<file path="src/assert_macros.svh">
// Assertion macros shared by the heap queue modules.
`ifndef ASSERT_MACROS_SVH
`define ASSERT_MACROS_SVH
`ifndef SYNTHESIS
`define ASSERT_IMPLIES(label, clk, rst_n, pre, post) \
    label: assert property (@(posedge clk) disable iff (!rst_n) (pre) |-> (post)) \
        else $error("assertion failed");
`define ASSERT_NEXT(label, clk, rst_n, pre, post) \
    label: assert property (@(posedge clk) disable iff (!rst_n) (pre) |=> (post)) \
        else $error("assertion failed");
`else
`define ASSERT_IMPLIES(label, clk, rst_n, pre, post)
`define ASSERT_NEXT(label, clk, rst_n, pre, post)
`endif
`endif

</file>
<file path="src/bmhpq_pkg.sv">
`timescale 1ns / 1ps
// ----------------------------------------------------------------------------
// Heap queue package
// Shared codes, controller states and the command and status structs.
// ----------------------------------------------------------------------------
package bmhpq_pkg;

    localparam int unsigned DefCapacity = 256;

    localparam logic [1:0] OpInsert = 2'd0;
    localparam logic [1:0] OpRemove = 2'd1;
    localparam logic [1:0] OpChange = 2'd2;

    localparam logic [1:0] StOk       = 2'd0;
    localparam logic [1:0] StEmpty    = 2'd1;
    localparam logic [1:0] StFull     = 2'd2;
    localparam logic [1:0] StNotFound = 2'd3;

    typedef enum logic [3:0] {
        S_IDLE,
        S_DISPATCH,
        S_RM_READ,
        S_SCAN,
        S_UP_READ,
        S_UP_CMP,
        S_DN_READ,
        S_DN_CMP,
        S_DONE
    } t_state;

    // Commands from controller to datapath.
    typedef struct packed {
        logic load;        // capture the input item
        logic ins_write;   // write the new entry at the count position
        logic rm_read;     // read the last entry
        logic rm_write;    // put the last entry at the root
        logic scan_start;  // begin the value search
        logic scan_step;   // test one entry
        logic up_read;     // read parent of pos
        logic up_swap;     // swap pos and parent
        logic dn_read;     // read children of pos
        logic dn_swap;     // swap pos and best child
        logic finish;      // form the result
    } t_cmd;

    // Status from datapath to controller.
    typedef struct packed {
        logic [1:0] opcode;
        logic       is_full;
        logic       is_empty;
        logic       scan_hit;
        logic       scan_end;
        logic       rose;
        logic       at_root;
        logic       up_more;
        logic       has_child;
        logic       dn_more;
    } t_stat;

endpackage

</file>
<file path="src/bmhpq_ctrl.sv">
`timescale 1ns / 1ps
// ----------------------------------------------------------------------------
// Heap queue controller
// Sequences insert, remove and change-priority through the datapath.
// ----------------------------------------------------------------------------
`include "assert_macros.svh"
module bmhpq_ctrl (
    input  logic              i_clk,
    input  logic              i_rst_n,
    input  logic              i_in_valid,
    output logic              o_in_ready,
    output logic              o_res_valid,
    input  logic              i_res_ready,
    input  bmhpq_pkg::t_stat  i_stat,
    output bmhpq_pkg::t_cmd   o_cmd
);

    bmhpq_pkg::t_state r_state, n_state;
    logic r_res_valid, n_res_valid;

    always_ff @(posedge i_clk) begin
        if (!i_rst_n) begin
            r_state     <= bmhpq_pkg::S_IDLE;
            r_res_valid <= 1'b0;
        end else begin
            r_state     <= n_state;
            r_res_valid <= n_res_valid;
        end
    end

    // A new item is taken when idle and the result slot is free or draining.
    assign o_in_ready  = (r_state == bmhpq_pkg::S_IDLE) && (!r_res_valid || i_res_ready);
    assign o_res_valid = r_res_valid;

    always_comb begin
        n_state     = r_state;
        n_res_valid = r_res_valid && !i_res_ready;
        o_cmd       = '0;
        case (r_state)
            bmhpq_pkg::S_IDLE: begin
                if (i_in_valid && o_in_ready) begin
                    o_cmd.load = 1'b1;
                    n_state    = bmhpq_pkg::S_DISPATCH;
                end
            end
            bmhpq_pkg::S_DISPATCH: begin
                case (i_stat.opcode)
                    bmhpq_pkg::OpInsert: begin
                        if (i_stat.is_full) begin
                            n_state = bmhpq_pkg::S_DONE;
                        end else begin
                            o_cmd.ins_write = 1'b1;
                            n_state = bmhpq_pkg::S_UP_READ;
                        end
                    end
                    bmhpq_pkg::OpRemove: begin
                        if (i_stat.is_empty) begin
                            n_state = bmhpq_pkg::S_DONE;
                        end else begin
                            o_cmd.rm_read = 1'b1;
                            n_state = bmhpq_pkg::S_RM_READ;
                        end
                    end
                    bmhpq_pkg::OpChange: begin
                        if (i_stat.is_empty) begin
                            n_state = bmhpq_pkg::S_DONE;
                        end else begin
                            o_cmd.scan_start = 1'b1;
                            n_state = bmhpq_pkg::S_SCAN;
                        end
                    end
                    default: n_state = bmhpq_pkg::S_DONE;
                endcase
            end
            bmhpq_pkg::S_RM_READ: begin
                o_cmd.rm_write = 1'b1;
                n_state = bmhpq_pkg::S_DN_READ;
            end
            bmhpq_pkg::S_SCAN: begin
                if (i_stat.scan_end) begin
                    n_state = bmhpq_pkg::S_DONE;
                end else if (i_stat.scan_hit) begin
                    n_state = i_stat.rose ? bmhpq_pkg::S_UP_READ : bmhpq_pkg::S_DN_READ;
                end else begin
                    o_cmd.scan_step = 1'b1;
                end
            end
            bmhpq_pkg::S_UP_READ: begin
                if (i_stat.at_root) begin
                    n_state = bmhpq_pkg::S_DONE;
                end else begin
                    o_cmd.up_read = 1'b1;
                    n_state = bmhpq_pkg::S_UP_CMP;
                end
            end
            bmhpq_pkg::S_UP_CMP: begin
                if (i_stat.up_more) begin
                    o_cmd.up_swap = 1'b1;
                    n_state = bmhpq_pkg::S_UP_READ;
                end else begin
                    n_state = bmhpq_pkg::S_DONE;
                end
            end
            bmhpq_pkg::S_DN_READ: begin
                if (!i_stat.has_child) begin
                    n_state = bmhpq_pkg::S_DONE;
                end else begin
                    o_cmd.dn_read = 1'b1;
                    n_state = bmhpq_pkg::S_DN_CMP;
                end
            end
            bmhpq_pkg::S_DN_CMP: begin
                if (i_stat.dn_more) begin
                    o_cmd.dn_swap = 1'b1;
                    n_state = bmhpq_pkg::S_DN_READ;
                end else begin
                    n_state = bmhpq_pkg::S_DONE;
                end
            end
            bmhpq_pkg::S_DONE: begin
                o_cmd.finish = 1'b1;
                n_res_valid  = 1'b1;
                n_state      = bmhpq_pkg::S_IDLE;
            end
            default: n_state = bmhpq_pkg::S_IDLE;
        endcase
    end

    `ASSERT_NEXT(a_done_gives_result, i_clk, i_rst_n, r_state == bmhpq_pkg::S_DONE, r_res_valid)
    `ASSERT_IMPLIES(a_load_only_idle, i_clk, i_rst_n, o_cmd.load, r_state == bmhpq_pkg::S_IDLE)
    `ASSERT_IMPLIES(a_done_slot_free, i_clk, i_rst_n, r_state == bmhpq_pkg::S_DONE, !r_res_valid)

endmodule

</file>
<file path="config.mk">
export PLATFORM = sky130hd
export DESIGN_NAME = bmhpq_ctrl
export DESIGN_NICKNAME = d
export VERILOG_FILES = /design/src/bmhpq_pkg.sv /design/src/bmhpq_ctrl.sv
export VERILOG_INCLUDE_DIRS = /design/src /design/src/src
export SDC_FILE = /design/constraint.sdc
export NUM_CORES = 1
export LEC_CHECK = 0
export BUFFER_PORTS_ARGS = -buffer_cell sky130_fd_sc_hd__buf_2
export CELL_PAD_IN_SITES_DETAIL_PLACEMENT = 0
export CELL_PAD_IN_SITES_GLOBAL_PLACEMENT = 2
export CORE_MARGIN = 4
export CORE_UTILIZATION = 21
export CTS_CLUSTER_SIZE = 28
export DETAILED_ROUTE_END_ITERATION = 6
export PLACE_DENSITY = 0.78
export SETUP_SLACK_MARGIN = 0.5
export SYNTH_ARGS = -nofsm -noshare
export SYNTH_HDL_FRONTEND = slang
export SYNTH_SLANG_ARGS = --single-unit
</file>
<file path="constraint.sdc">
create_clock -name i_clk -period 1.6 [get_ports i_clk]
set_input_delay 0.08 -clock i_clk [delete_from_list [all_inputs] [get_ports i_clk]]
set_output_delay 0.08 -clock i_clk [all_outputs]
set_load 0.01 [all_outputs]
</file>
==> results.cfg <==
[clock_network]
numCtsBuffers = 3
clkLatencyLatePin_ns = 0.24
clockBufferDepth = 2
tritoncts = done
hold_buffers = 0
cts_num_sinks = 5
clk_pin_slew_ns = 0.05
clockRootBuffer = clkbuf_4
h-tree-depth = 1

[cells_and_area]
final_util = 0.441
multiInputGateArea_um2 = 502
final_common_cell = buf_2
layoutNonFillerInstCount = 138
syn_to_final_growth_pct = 98.2
seqCellArea_um2 = 115
final_nets = 126
stdcell_area_um2 = 985
num_antenna_cells = 0
fillers = 231
drive_gt1_frac = 0.627
final_cell_mix = buf_2 (25), buf_4 (9), buf_6 (8)

[grt]
grt_usage = 0.108
grt_max_degree = 9
grt_overflow = 0
grt_pass1_wl_mm = 2.77
grt_antenna_before_repair = 0
first_global_vias = 667

[synth]
syn_inst = 66
ys_ff_latch = 5
avgSynthCellArea_um2 = 7.53
ys_types = 32
synth_top_family_by_area = simple AND/OR/NAND/NOR gates
synth_compound_area_frac = 0.222
synth_xor_area_frac = 0
yosys.area_share.simple = 0.514
synth_edf_count = 0
synth_area_um2 = 497
synth_mux_area_frac = 0
postSynthNetCount = 81
synthArstFlopShare = 0
yosysSeqAreaShare = 0.202
yosys_warnings = 0
synthFlopType = dfxtp_1
synthAdderAreaFrac = 0

[setup_path]
start_kind = flip-flop
cp_cell_sequence = buf_6 -> or2_4 -> nor2_4 -> and2_1 -> buf_2
critPathSlowestCell = dfxtp_4
cp_data_arrival_time_ns = 1.28
crit_path_end_kind = output port
worst-setup-path-type = flip-flop to output port
max_stage_delay_ns = 0.35
required_ns = 1.52
worstPathMaxFanout = 5
crit_family = simple AND/OR/NAND/NOR gates
cp_num_buf_inv = 2

[placement]
place_area_um2 = 684
place_congestion = 0.740
dpl.cell_count = 119
port_buffers = 27
dp_hpwl_mm = 1.20

[worst_hold_path]
hp-class = primary input to flip-flop

[timing]
fin_skew_ns = 0.00621
max_slew_margin = 0.772
finalCritPeriodShare = 0.852
tightest_slew_ns = 0.339
rsz0062_at_grt = yes
finalSetupViolations = 0
hold_slack_ns = 0.103
tns_ns = 0
max_freq_mhz = 733
hold_viol_final = 0
fin_crit_ns = 1.36
maxSlewViolCount = 0

[run_status]
status = finished, final reports clean

[die]
die_x_um = 56.6
start_util = 0.222
std_cell_rows = 17
dieArea_um2 = 3210
die_h_um = 56.6
placeableCoreArea_um2 = 2230
io_pins = 28

[power_and_ir_drop]
p_leak_nw = 0.464
peakVddDrop_v = 0.000371
powerDensity_nw_per_um2 = 648

[routing]
drt-total-wl_mm = 1.60
viasPerCell = 4.63
wl_per_cell_um = 11.6
num_vias = 639
drt_iter0_drc = 5
drtAntennaViolNets = 0
route.detailed.drc = 0
drtPass1Iterations = 4

[job]
cap_violations = 0
==> power breakdown <==
group / leakage [nW] / total, W / switching [W] / internal, W
Clock: 0.0150 / 0.000145 / 0.0000508 / 0.0000942
Combinational: 0.405 / 0.000331 / 0.000145 / 0.000186
Sequential: 0.0437 / 0.000162 / 0.0000245 / 0.000138
Total: 0.464 / 0.000639 / 0.000220 / 0.000418
==> final timing paths <==
check / depth (start not counted) / slack [ns] / to / startpoint
max reg2reg: 5 / 0.28 / r_state[2] / r_state[1]
min: 2 / 0.10 / r_state[0] / i_rst_n
min reg2reg: 2 / 0.51 / o_res_valid / o_res_valid
max: 5 / 0.24 / o_cmd[10] / r_state[0]
==> flip-flops by register name, summed over array words and instances (netlist names) <==
| signal | count |
|---|---|
| r_state | 4 |
| o_res_valid | 1 |
==> through the flow <==
stage / setup WS, ns / power [W]
floorplan: 0.482 / 0.000305
global placement: 0.290 / 0.000370
detailed placement: 0.298 / 0.000366
CTS: 0.222 / 0.000592
global route: 0.178 / 0.000687
finish: 0.237 / 0.000639
==> layout make-up <==
| type | instances | share of cell area |
|---|---|---|
| Inverter | 1 | 0.00381 |
| Sequential cell | 5 | 0.117 |
| Timing Repair Buffer | 43 | 0.307 |
| Tap cell | 28 | 0.0356 |
| Clock buffer | 4 | 0.0267 |
| Multi-Input combinational cell | 57 | 0.510 |
==> layer usage <==
metal	part of all wire	track usage	up-vias
met3	0.039	0.0230	2
met4	0.0087	0.0508	0
met5	0	0	-
li1	-	-	332
met1	0.42	0.124	289
met2	0.53	0.190	16
==> timing repair <==
action | 4_1_cts | 5_1_grt
buffers inserted | 11 | 4
resized for setup | 25 | 11
pin swaps | 18 | 12
endpoints found under the setup margin | 16 | 17
==> cells in the mapped netlist (all sizes together) (2+ instances only) <==
cell type,instances,share of area
nor2,5,0.038
nor3b,5,0.076
dfxtp,5,0.20
nor3,5,0.060
a21oi,5,0.050
buf,3,0.055
and2,3,0.038
nor4b,2,0.048
nand3,2,0.020
nand2b,4,0.050
nand2,5,0.038
nor2b,5,0.068
o21a,2,0.030
==> cell families after synthesis <==
family | Yosys count
AOI/OAI and AO/OA | 16
DFF | 5
buffers and inverters | 4
and+or+nand+nor | 41
(Power assumes the default switching activity.)
